$ cat config.mk
export PLATFORM = sky130hd
export DESIGN_NAME = fly_camera_view_update
export DESIGN_NICKNAME = d
export VERILOG_FILES = /design/src/fcvu_pkg.sv /design/src/fly_camera_view_update.sv /design/src/fcvu_mul.sv
export SDC_FILE = /design/constraint.sdc
export NUM_CORES = 2
export LEC_CHECK = 0
export ABC_AREA = 1
export BUFFER_PORTS_ARGS = -buffer_cell sky130_fd_sc_hd__buf_2
export CAP_MARGIN = 20
export CORE_UTILIZATION = 45
export CTS_BUF_LIST = sky130_fd_sc_hd__clkbuf_16
export DETAILED_ROUTE_END_ITERATION = 8
export GPL_ROUTABILITY_DRIVEN = 1
export PLACE_DENSITY = 0.74
export SKIP_LAST_GASP = 1
export SLEW_MARGIN = 20
export SYNTH_ARGS = -nofsm -noshare
export SYNTH_HDL_FRONTEND = slang
export SYNTH_HIERARCHICAL = 1
export SYNTH_SLANG_ARGS = --single-unit
$ cat constraint.sdc
create_clock -name clk -period 7.75 [get_ports clk]
set_input_delay 1.55 -clock clk [delete_from_list [all_inputs] [get_ports clk]]
set_output_delay 1.55 -clock clk [all_outputs]
set_load 0.01 [all_outputs]
$ cat src/fcvu_pkg.sv
// Shared constants, types and functions of the fly camera view block.
package fcvu_pkg;

	localparam int TRIG_TABLE_BITS = 10;
	localparam int QUARTER         = 1 << (TRIG_TABLE_BITS - 2);
	localparam int TURN            = 92160;
	localparam int HALF_TURN       = 46080;
	localparam int PITCH_LIMIT     = 22784;
	localparam int ONE_Q14         = 16384;
	localparam int POLY_A          = 25736;
	localparam int POLY_B          = 10512;
	localparam int POLY_C          = 1160;

	localparam int TURN_LOG = 11;
	localparam int TURN_ODD = TURN >> TURN_LOG;
	localparam int DIV_SH   = TRIG_TABLE_BITS + TURN_LOG;
	localparam int DIV_M    = ((1 << DIV_SH) + TURN_ODD - 1) / TURN_ODD;

	localparam int ANG_W = 17;
	localparam int POS_W = 32;
	localparam int VEC_W = 16;
	localparam int SHF_W = 34;
	localparam int MA_W  = 33;
	localparam int MB_W  = ((TRIG_TABLE_BITS + 7) > 17) ? (TRIG_TABLE_BITS + 7) : 17;
	localparam int PRD_W = MA_W + MB_W;
	localparam int ACC_W = 52;
	localparam int DX_W  = 21;
	localparam int WR_W  = 22;
	localparam int NUM_W = ANG_W + TRIG_TABLE_BITS;
	localparam int QW    = TRIG_TABLE_BITS + 1;
	localparam int CNT_W = $clog2((QW > 9) ? QW : 9);

	localparam logic [2:0] CFG_MOVE_SPEED  = 3'd0;
	localparam logic [2:0] CFG_LOOK_SENS   = 3'd1;
	localparam logic [2:0] CFG_START_YAW   = 3'd2;
	localparam logic [2:0] CFG_START_PITCH = 3'd3;
	localparam logic [2:0] CFG_START_POS_X = 3'd4;
	localparam logic [2:0] CFG_START_POS_Y = 3'd5;
	localparam logic [2:0] CFG_START_POS_Z = 3'd6;

	localparam logic OP_MOVE = 1'b0;
	localparam logic OP_LOOK = 1'b1;

	localparam logic [1:0] DIR_FORWARD  = 2'd0;
	localparam logic [1:0] DIR_BACKWARD = 2'd1;
	localparam logic [1:0] DIR_LEFT     = 2'd2;
	localparam logic [1:0] DIR_RIGHT    = 2'd3;

	typedef logic signed [VEC_W-1:0] vec_t;
	typedef logic signed [ANG_W-1:0] ang_t;
	typedef logic signed [POS_W-1:0] pos_t;
	typedef logic signed [ACC_W-1:0] acc_t;
	typedef logic [15:0] qtab_t [QUARTER];

	localparam acc_t POS_MAX = ACC_W'(64'sh7FFF_FFFF);
	localparam acc_t POS_MIN = ACC_W'(-64'sh8000_0000);
	localparam acc_t UNIT_MAX = ACC_W'(ONE_Q14);
	localparam acc_t UNIT_MIN = ACC_W'(-ONE_Q14);

	function automatic int qsin_calc(int k);
		longint t, t2, inner, mid;
		t     = longint'(k) << (16 - TRIG_TABLE_BITS);
		t2    = (t * t) >> 14;
		inner = POLY_B - ((POLY_C * t2) >> 14);
		mid   = POLY_A - ((t2 * inner) >> 14);
		return int'((t * mid) >> 14);
	endfunction

	function automatic qtab_t qtab_build();
		qtab_t tab;
		for (int k = 0; k < QUARTER; k++) begin
			tab[k] = 16'(qsin_calc(k));
		end
		return tab;
	endfunction

	localparam qtab_t QSIN_TAB = qtab_build();

	function automatic vec_t table_sin(logic [TRIG_TABLE_BITS-1:0] p);
		logic [1:0]                    q;
		logic [TRIG_TABLE_BITS-2:0]    kk;
		logic [15:0]                   s;
		q = p[TRIG_TABLE_BITS-1 -: 2];
		if (q[0]) begin
			kk = (TRIG_TABLE_BITS-1)'(QUARTER) - {1'b0, p[TRIG_TABLE_BITS-3:0]};
		end else begin
			kk = {1'b0, p[TRIG_TABLE_BITS-3:0]};
		end
		s = kk[TRIG_TABLE_BITS-2] ? 16'(ONE_Q14) : QSIN_TAB[kk[TRIG_TABLE_BITS-3:0]];
		return q[1] ? -vec_t'(s) : vec_t'(s);
	endfunction

	function automatic ang_t wrap_angle(logic signed [WR_W-1:0] a);
		logic [WR_W-1:0] u;
		u = a + WR_W'(HALF_TURN + 8 * TURN);
		for (int j = 3; j >= 0; j--) begin
			if (u >= WR_W'(TURN << j)) begin
				u = u - WR_W'(TURN << j);
			end
		end
		u = u - WR_W'(HALF_TURN);
		return ang_t'(u);
	endfunction

	function automatic logic [NUM_W-1:0] idx_num(ang_t a);
		logic [ANG_W-1:0] u;
		u = (a < 0) ? ANG_W'(a + ang_t'(TURN)) : ANG_W'(a);
		return (NUM_W'(u) << TRIG_TABLE_BITS) + NUM_W'(HALF_TURN);
	endfunction

	function automatic acc_t rnd14(acc_t a);
		acc_t t;
		t = a + ACC_W'(8192) - {{(ACC_W-1){1'b0}}, a[ACC_W-1]};
		return t >>> 14;
	endfunction

	function automatic acc_t rnd12(acc_t a);
		acc_t t;
		t = a + ACC_W'(2048) - {{(ACC_W-1){1'b0}}, a[ACC_W-1]};
		return t >>> 12;
	endfunction

	function automatic vec_t sat_unit(acc_t a);
		if (a > UNIT_MAX) return vec_t'(ONE_Q14);
		if (a < UNIT_MIN) return vec_t'(-ONE_Q14);
		return vec_t'(a);
	endfunction

	function automatic pos_t sat32(acc_t a);
		if (a > POS_MAX) return pos_t'(POS_MAX);
		if (a < POS_MIN) return pos_t'(POS_MIN);
		return pos_t'(a);
	endfunction

endpackage

$ cat src/fly_camera_view_update.sv
// Fly camera with Euler angles: position, yaw, pitch and look-at view terms.
// A word after reset or a start angle write first goes through the vector rebuild.
// Throughput: one word at a time; the next word is taken the cycle after the result leaves.
// Rate set by the single shared multiplier, also used for the angle-to-index step.
// Reset loads default registers, zero angles and position; vectors rebuild on the first item.
module fly_camera_view_update
	import fcvu_pkg::*;
(
	input  logic               clk,
	input  logic               arst_n,
	input  logic               in_valid,
	output logic               in_stall,
	input  logic               op,
	input  logic [1:0]         move_dir,
	input  logic [15:0]        elapsed_time,
	input  logic signed [15:0] offset_x,
	input  logic signed [15:0] offset_y,
	input  logic               clamp_pitch,
	output logic               out_valid,
	input  logic               out_stall,
	output logic signed [15:0] right_x,
	output logic signed [15:0] right_y,
	output logic signed [15:0] right_z,
	output logic signed [15:0] upvec_x,
	output logic signed [15:0] upvec_y,
	output logic signed [15:0] upvec_z,
	output logic signed [15:0] back_x,
	output logic signed [15:0] back_y,
	output logic signed [15:0] back_z,
	output logic signed [33:0] shift_x,
	output logic signed [33:0] shift_y,
	output logic signed [33:0] shift_z,
	input  logic               cfg_we,
	input  logic [2:0]         cfg_index,
	input  logic [31:0]        cfg_data
);

	typedef enum logic [8:0] {
		ST_IDLE = 9'b000000001,
		ST_MOVE = 9'b000000010,
		ST_LOOK = 9'b000000100,
		ST_PREP = 9'b000001000,
		ST_DIV  = 9'b000010000,
		ST_TRIG = 9'b000100000,
		ST_VEC  = 9'b001000000,
		ST_DOT  = 9'b010000000,
		ST_OUT  = 9'b100000000
	} state_t;

	state_t state_q;
	logic   ph_q;
	logic [CNT_W-1:0] cnt_q;
	logic   dirty_q, pend_q, keep_q;

	logic        op_q, clamp_q;
	logic [1:0]  dir_q;
	logic [15:0] et_q;
	logic signed [15:0] ox_q, oy_q;

	logic [15:0] speed_q, sens_q;
	ang_t  yaw_q, pitch_q;
	pos_t  pos_q [3];
	vec_t  front_q [3];
	vec_t  right_q [3];
	vec_t  up_q [3];
	logic [23:0] v_q;
	logic signed [DX_W-1:0] dx_q;
	acc_t  acc_q;
	logic [NUM_W-1:0] numy_q, nump_q;
	logic [QW-1:0] qy_q, qp_q;
	vec_t  sy_q, cy_q, sp_q, cp_q;
	logic signed [SHF_W-1:0] shf_q [3];

	logic signed [MA_W-1:0]  ma;
	logic signed [MB_W-1:0]  mb;
	logic signed [PRD_W-1:0] prod_q;
	acc_t  pe;
	logic [1:0] mi, drow, dcol;
	vec_t  mvec, dvec;

	fcvu_mul u_mul (
		.clk    (clk),
		.a      (ma),
		.b      (mb),
		.prod_q (prod_q)
	);

	assign pe = ACC_W'(prod_q);
	assign mi = cnt_q[1:0] - 2'd1;

	always_comb begin
		unique case (cnt_q)
			CNT_W'(0): begin drow = 2'd0; dcol = 2'd0; end
			CNT_W'(1): begin drow = 2'd0; dcol = 2'd1; end
			CNT_W'(2): begin drow = 2'd0; dcol = 2'd2; end
			CNT_W'(3): begin drow = 2'd1; dcol = 2'd0; end
			CNT_W'(4): begin drow = 2'd1; dcol = 2'd1; end
			CNT_W'(5): begin drow = 2'd1; dcol = 2'd2; end
			CNT_W'(6): begin drow = 2'd2; dcol = 2'd0; end
			CNT_W'(7): begin drow = 2'd2; dcol = 2'd1; end
			CNT_W'(8): begin drow = 2'd2; dcol = 2'd2; end
			default:   begin drow = 2'd0; dcol = 2'd0; end
		endcase
	end

	always_comb begin
		mvec = (dir_q == DIR_FORWARD || dir_q == DIR_BACKWARD) ? front_q[mi] : right_q[mi];
		unique case (drow)
			2'd0:    dvec = right_q[dcol];
			2'd1:    dvec = up_q[dcol];
			default: dvec = front_q[dcol];
		endcase
	end

	always_comb begin
		ma = '0;
		mb = '0;
		unique case (state_q)
			ST_MOVE: begin
				if (cnt_q == '0) begin
					ma = MA_W'(speed_q);
					mb = MB_W'(et_q);
				end else begin
					ma = MA_W'(v_q);
					mb = MB_W'(mvec);
				end
			end
			ST_LOOK: begin
				ma = MA_W'(sens_q);
				mb = (cnt_q == '0) ? MB_W'(ox_q) : MB_W'(oy_q);
			end
			ST_DIV: begin
				ma = MA_W'(DIV_M);
				mb = (cnt_q == '0) ? MB_W'(numy_q >> TURN_LOG) : MB_W'(nump_q >> TURN_LOG);
			end
			ST_VEC: begin
				unique case (cnt_q)
					CNT_W'(0): begin ma = MA_W'(cy_q);       mb = MB_W'(cp_q);       end
					CNT_W'(1): begin ma = MA_W'(sy_q);       mb = MB_W'(cp_q);       end
					CNT_W'(2): begin ma = MA_W'(right_q[2]); mb = MB_W'(front_q[1]); end
					CNT_W'(3): begin ma = MA_W'(right_q[2]); mb = MB_W'(front_q[0]); end
					CNT_W'(4): begin ma = MA_W'(right_q[0]); mb = MB_W'(front_q[2]); end
					default:   begin ma = MA_W'(right_q[0]); mb = MB_W'(front_q[1]); end
				endcase
			end
			ST_DOT: begin
				ma = MA_W'(pos_q[dcol]);
				mb = MB_W'(dvec);
			end
			default: begin
				ma = '0;
				mb = '0;
			end
		endcase
	end

	always_ff @(posedge clk or negedge arst_n) begin
		acc_t d, s, r;
		logic signed [WR_W-1:0] np;
		if (!arst_n) begin
			state_q <= ST_IDLE;
			ph_q    <= 1'b0;
			cnt_q   <= '0;
			dirty_q <= 1'b1;
			pend_q  <= 1'b0;
			keep_q  <= 1'b0;
			speed_q <= 16'd640;
			sens_q  <= 16'd6554;
			yaw_q   <= '0;
			pitch_q <= '0;
			for (int i = 0; i < 3; i++) begin
				pos_q[i] <= '0;
			end
		end else begin
			if (cfg_we) begin
				unique case (cfg_index)
					CFG_MOVE_SPEED:  speed_q <= cfg_data[15:0];
					CFG_LOOK_SENS:   sens_q  <= cfg_data[15:0];
					CFG_START_YAW: begin
						yaw_q   <= wrap_angle(WR_W'(ang_t'(cfg_data[16:0])));
						dirty_q <= 1'b1;
					end
					CFG_START_PITCH: begin
						pitch_q <= wrap_angle(WR_W'(ang_t'(cfg_data[16:0])));
						dirty_q <= 1'b1;
					end
					CFG_START_POS_X: pos_q[0] <= pos_t'(cfg_data);
					CFG_START_POS_Y: pos_q[1] <= pos_t'(cfg_data);
					CFG_START_POS_Z: pos_q[2] <= pos_t'(cfg_data);
					default: ;
				endcase
			end

			unique case (state_q)
				ST_IDLE: begin
					if (in_valid) begin
						op_q    <= op;
						dir_q   <= move_dir;
						et_q    <= elapsed_time;
						ox_q    <= offset_x;
						oy_q    <= offset_y;
						clamp_q <= clamp_pitch;
						cnt_q   <= '0;
						ph_q    <= 1'b0;
						if (dirty_q) begin
							dirty_q <= 1'b0;
							pend_q  <= 1'b1;
							keep_q  <= 1'b0;
							state_q <= ST_PREP;
						end else begin
							state_q <= (op == OP_LOOK) ? ST_LOOK : ST_MOVE;
						end
					end
				end
				ST_MOVE: begin
					if (!ph_q) begin
						ph_q <= 1'b1;
					end else begin
						ph_q  <= 1'b0;
						cnt_q <= cnt_q + 1'b1;
						if (cnt_q == '0) begin
							v_q <= pe[31:8];
						end else begin
							d = rnd14(pe);
							if (dir_q == DIR_BACKWARD || dir_q == DIR_LEFT) begin
								d = -d;
							end
							pos_q[mi] <= sat32(ACC_W'(pos_q[mi]) + d);
							if (cnt_q == CNT_W'(3)) begin
								cnt_q   <= '0;
								state_q <= ST_DOT;
							end
						end
					end
				end
				ST_LOOK: begin
					if (!ph_q) begin
						ph_q <= 1'b1;
					end else begin
						ph_q  <= 1'b0;
						cnt_q <= cnt_q + 1'b1;
						if (cnt_q == '0) begin
							dx_q <= DX_W'(rnd12(pe));
						end else begin
							d = rnd12(pe);
							yaw_q <= wrap_angle(WR_W'(yaw_q) + WR_W'(dx_q));
							np = WR_W'(pitch_q) + WR_W'(d);
							if (clamp_q) begin
								if (np > WR_W'(PITCH_LIMIT)) begin
									pitch_q <= ang_t'(PITCH_LIMIT);
								end else if (np < WR_W'(-PITCH_LIMIT)) begin
									pitch_q <= ang_t'(-PITCH_LIMIT);
								end else begin
									pitch_q <= ang_t'(np);
								end
							end else begin
								pitch_q <= wrap_angle(np);
							end
							keep_q  <= 1'b1;
							cnt_q   <= '0;
							state_q <= ST_PREP;
						end
					end
				end
				ST_PREP: begin
					numy_q  <= idx_num(yaw_q);
					nump_q  <= idx_num(pitch_q);
					qy_q    <= '0;
					qp_q    <= '0;
					cnt_q   <= '0;
					ph_q    <= 1'b0;
					state_q <= ST_DIV;
				end
				ST_DIV: begin
					if (!ph_q) begin
						ph_q <= 1'b1;
					end else begin
						ph_q  <= 1'b0;
						cnt_q <= cnt_q + 1'b1;
						if (cnt_q == '0) begin
							qy_q <= QW'(pe >>> DIV_SH);
						end else begin
							qp_q    <= QW'(pe >>> DIV_SH);
							cnt_q   <= '0;
							state_q <= ST_TRIG;
						end
					end
				end
				ST_TRIG: begin
					sy_q <= table_sin(qy_q[TRIG_TABLE_BITS-1:0]);
					cy_q <= table_sin(qy_q[TRIG_TABLE_BITS-1:0] + TRIG_TABLE_BITS'(QUARTER));
					sp_q <= table_sin(qp_q[TRIG_TABLE_BITS-1:0]);
					cp_q <= table_sin(qp_q[TRIG_TABLE_BITS-1:0] + TRIG_TABLE_BITS'(QUARTER));
					cnt_q   <= '0;
					ph_q    <= 1'b0;
					state_q <= ST_VEC;
				end
				ST_VEC: begin
					if (!ph_q) begin
						ph_q <= 1'b1;
						if (cnt_q == '0) begin
							front_q[1] <= sat_unit(ACC_W'(sp_q));
							if (cp_q < 0) begin
								right_q[0] <= sy_q;
								right_q[1] <= '0;
								right_q[2] <= -cy_q;
							end else if (cp_q > 0 || !keep_q) begin
								right_q[0] <= -sy_q;
								right_q[1] <= '0;
								right_q[2] <= cy_q;
							end
						end
					end else begin
						ph_q  <= 1'b0;
						cnt_q <= cnt_q + 1'b1;
						unique case (cnt_q)
							CNT_W'(0): front_q[0] <= sat_unit(rnd14(pe));
							CNT_W'(1): front_q[2] <= sat_unit(rnd14(pe));
							CNT_W'(2): up_q[0]    <= sat_unit(-rnd14(pe));
							CNT_W'(3): acc_q      <= pe;
							CNT_W'(4): up_q[1]    <= sat_unit(rnd14(acc_q - pe));
							default: begin
								up_q[2] <= sat_unit(rnd14(pe));
								cnt_q   <= '0;
								if (pend_q) begin
									pend_q  <= 1'b0;
									state_q <= (op_q == OP_LOOK) ? ST_LOOK : ST_MOVE;
								end else begin
									state_q <= ST_DOT;
								end
							end
						endcase
					end
				end
				ST_DOT: begin
					if (!ph_q) begin
						ph_q <= 1'b1;
					end else begin
						ph_q  <= 1'b0;
						cnt_q <= cnt_q + 1'b1;
						s = (dcol == 2'd0) ? pe : acc_q + pe;
						acc_q <= s;
						if (dcol == 2'd2) begin
							r = rnd14(s);
							shf_q[drow] <= (drow == 2'd2) ? SHF_W'(r) : SHF_W'(-r);
						end
						if (cnt_q == CNT_W'(8)) begin
							cnt_q   <= '0;
							state_q <= ST_OUT;
						end
					end
				end
				ST_OUT: begin
					if (!out_stall) begin
						state_q <= ST_IDLE;
					end
				end
				default: state_q <= ST_IDLE;
			endcase
		end
	end

	assign in_stall  = (state_q != ST_IDLE);
	assign out_valid = (state_q == ST_OUT);

	assign right_x = right_q[0];
	assign right_y = right_q[1];
	assign right_z = right_q[2];
	assign upvec_x = up_q[0];
	assign upvec_y = up_q[1];
	assign upvec_z = up_q[2];
	assign back_x  = -front_q[0];
	assign back_y  = -front_q[1];
	assign back_z  = -front_q[2];
	assign shift_x = shf_q[0];
	assign shift_y = shf_q[1];
	assign shift_z = shf_q[2];

endmodule

$ cat src/fcvu_mul.sv
// Shared registered signed multiplier of the fly camera view block.
module fcvu_mul
	import fcvu_pkg::*;
(
	input  logic                    clk,
	input  logic signed [MA_W-1:0]  a,
	input  logic signed [MB_W-1:0]  b,
	output logic signed [PRD_W-1:0] prod_q
);

	always_ff @(posedge clk) begin
		prod_q <= a * b;
	end

endmodule

==> metrics.md <==
| Metric | Value |
|---|---|
| Gr ovfl total | `0` |
| Clock root buffer | `clkbuf_16` |
| Core area | `roughly 210000 um2` |
| Leading area contributor after synthesis | `edfxtp_1` |
| DP HPWL | `between 300 and 400 mm` |
| Fin. Hold Viols | `0` |
| Crit Path Class | `reg2reg` |
| Largest cells by area after synthesis | `edfxtp_1 16%, nand2_1 13%, fa_1 11%` |
| CTS Buf Count | `between 80 and 90` |
| Largest net degree at the start of global routing | `76` |
| Post-route ant nets | `0` |
| Max-Cap Viols | `0` |
| Die Span X | `around 460 um` |
| Clk Latency, worst-skew pair | `0.77 ns` |
| CP arrival | `8.54 ns` |
| Total GRT Usage | `between 30% and 40%` |
| PortBufs | `roughly 320` |
| Fin crit share | `102%` |
| Hold_buf cts | `0` |
| Syn. warnings | `6` |
| Fin Clk Skew | `0.0680 ns` |
| CP most frequent cell | `nand2_1` |
| Crit path largest cell delay | `0.55 ns` |
| Ratio of cells with drive above 1 in the final layout | `between 10% and 20%` |
| Critical path startpoint category | `register` |
| First-pass GRT wire length | `approximately 600 mm` |
| Detailed Routing Iterations Pass 1 | `9` |
| Post-synthesis sequential area ratio | `roughly 21%` |
| Syn Inst Count | `approximately 14000` |
| CP required | `8.35 ns` |
| H-tree depth | `3` |
| Via density | `5.80` |
| Buf+Inv Stages, Crit Path | `10` |
| Slew Limit Headroom | `between 10 and 15%` |
| Status | `finished, violations left` |
| Synthesized cell area | `95100 um2` |
| Final WL | `~400 mm` |
| RePlAce Congestion | `1.09` |
| Max Clock Freq | `between 100 and 150 MHz` |
| Failing checks | `design-rule violations, negative setup slack` |
| Crit-path slowest cell | `fa_1` |
| CTS sink cnt | `~720` |
| Initial DRC count | `approximately 14000` |
| Row count | `168` |
| Slew Limit Fails | `0` |
| Fin cells | `18000` |
| Top cell type's share of synthesized area | `15.6%` |
| DR WL/cell | `roughly 23 um` |
| Minimum clock period | `around 7.9 ns` |
| DRC errors left | `1` |
| Final TNS setup | `-8.23 ns` |
| # IOs | `340` |
| Fin area | `approximately 120000 um2` |
| Dpl cell area | `approximately 110000 um2` |
| Initial antenna violation count | `25` |
| Worst R2R Start | `cnt_q[0]` |
| CTS tree | `yes` |
| Final setup viols | `about 120` |
| Worst path top cell family by delay | `adder cells` |
| Die H | `about 460 um` |
| Cell total after placement | `around 18000` |
| Die ar. | `213000 um2` |
| Layout area overhead | `22.2%` |
| Worst setup margin | `-0.190 ns` |
| Clock transition at the registers of the reported paths | `approximately 0.07 ns` |
| Hold Startpoint | `sp_q[15]` |
| Count of cell types in the netlist | `89` |
| FFs w/ async S/R, synth | `about a quarter` |
| Worst setup path start | `cnt_q[0]` |
| Final nets | `16300` |
| CP max FO | `44` |
| Hold Path Class | `reg2reg` |
| Number of synthesized flops with an enable pin | `approximately 500` |
| Initial Util | `~45%` |
| CTS max path bufs | `3` |
| RSZ-0062 raised after global routing | `yes` |
| Mapped Avg Cell Area | `approximately 6.9 um2` |
| Worst-Margin Slew | `around 1.3 ns` |
| Vias in the first global route | `about 98000` |
| Routed via count | `about 100k` |
| Setup crit end kind | `register` |
| Seq cells post-synth | `724` |
| Most used DFF post-synth | `edfxtp_1` |
==> routing by layer <==
layer	global-route usage, %	vias to the layer above	share of wire [%]
li1	-	47500	-
met1	47.4	48900	38
met2	55.7	6353	42
met3	10.7	1479	12
met4	22.4	26	7.2
met5	0	-	0.070
==> kinds of logic after synthesis <==
| group | Yosys count | share of synthesized area (%) |
|---|---|---|
| adder cells (fa/ha/maj) | 1143 | 19.3 |
| multiplexers | 18 | 0.195 |
| XOR/XNOR | 567 | 5.25 |
| flip-flops | 724 | 21.4 |
| buffers and inverters | 3047 | 12.2 |
| AND/OR/NAND/NOR | 5503 | 24.4 |
| AO/OA/AOI/OAI | 2800 | 17.3 |
| other | 1 | 0.00394 |
==> Yosys cell counts (89+ instances only) <==
master and count:
xnor2_1 144, a31oi_1 91, clkbuf_1 472, edfxtp_1 495
o211ai_1 134, nand4_1 156, inv_1 2424, dfrtp_1 168
xor2_1 419, o21ai_0 1047, nor3_1 162, nand3_1 560
a21oi_1 815, nor2_1 1139, fa_1 541, nand2_2 89
ha_1 602, nand2_1 3176
==> stage by stage <==
stage	hold WS (ns)	util, %	worst slack [ns]
6_report	0.461	55.4	-0.190
5_1_grt	0.487	55.4	-0.596
4_1_cts	0.460	54.1	-0.0162
3_5_place_dp	0.445	52.1	-0.414
3_3_place_gp	0.430	52.1	-0.331
2_1_floorplan	0.451	-	0.0344
==> registers in the layout (all words and copies together), names as in the netlist, 17 cells and up <==
signal        cells
shf_q           102
pos_q            96
acc_q            52
u_mul/prod_q     50
front_q          48
up_q             48
right_q          32
v_q              24
dx_q             21
pitch_q          17
yaw_q            17
==> path summary, 6_finish.rpt <==
check	slack (ns)	cells after the start	endpoint
setup reg to reg	-0.19	35	u_mul/prod_q[49]
hold / removal	0.46	0	front_q[1][15]
hold reg to reg	0.46	0	front_q[1][15]
max in group asynchronous	5.58	2	pos_q[90]
min in group asynchronous	0.82	1	yaw_q[12]
setup / recovery	-0.19	35	u_mul/prod_q[49]
==> final cells by class <==
class | count | area [um2]
flip-flops and latches | 724 | 20400
well taps | 2805 | 3510
clock buffers | 84 | 2100
fillers | 19700 | 93600
repair buffers | 1738 | 13700
inverters | 2499 | 9410
clock inverters | 71 | 744
multi-input cells | 10000 | 66300
diodes | 13 | 32.5
==> worst register-to-register path, delay by kind of cell, from the launching register on <==
kind                       cells  cell delay [ns]
AOI/OAI and AO/OA              2             0.53
DFF                            1             0.52
and+or+nand+nor               15             1.62
buffers and inverters         10             1.39
adders and majority gates      8             3.72
==> placed cells by master (no fill, tap or decap), types with 36 or more instances in the layout <==
cell,count
nand3_2,38
o211ai_1,134
fa_1,536
o21ai_2,52
nand3_1,530
ha_1,565
inv_2,72
xor2_1,403
nand2_1,2993
o31ai_1,40
clkinv_1,38
inv_1,2407
xnor2_1,133
nor2_2,55
o22ai_1,79
nand2_4,66
o221ai_1,51
edfxtp_1,495
buf_12,85
buf_4,1279
dfxtp_1,44
dfrtp_1,167
o21a_1,39
a31oi_1,89
a211oi_1,39
nor3_1,143
nor2_4,53
nand4_1,156
a21oi_1,780
buf_2,322
o2111ai_1,71
a221oi_1,44
o21ai_0,949
nand2_2,206
o311ai_0,36
o21ai_1,121
nor2_1,1087
clkbuf_16,89
==> timing repair <==
item | in CTS | in global routing
setup buffers | 33 | 59
pin swaps | 61 | 192
cloned | 10 | 6
gates resized for setup | 184 | 569
setup endpoints to repair | 139 | 180
Power is not shown: default switching activity piles up to over one toggle a cycle in this logic, so the estimate is an artifact.
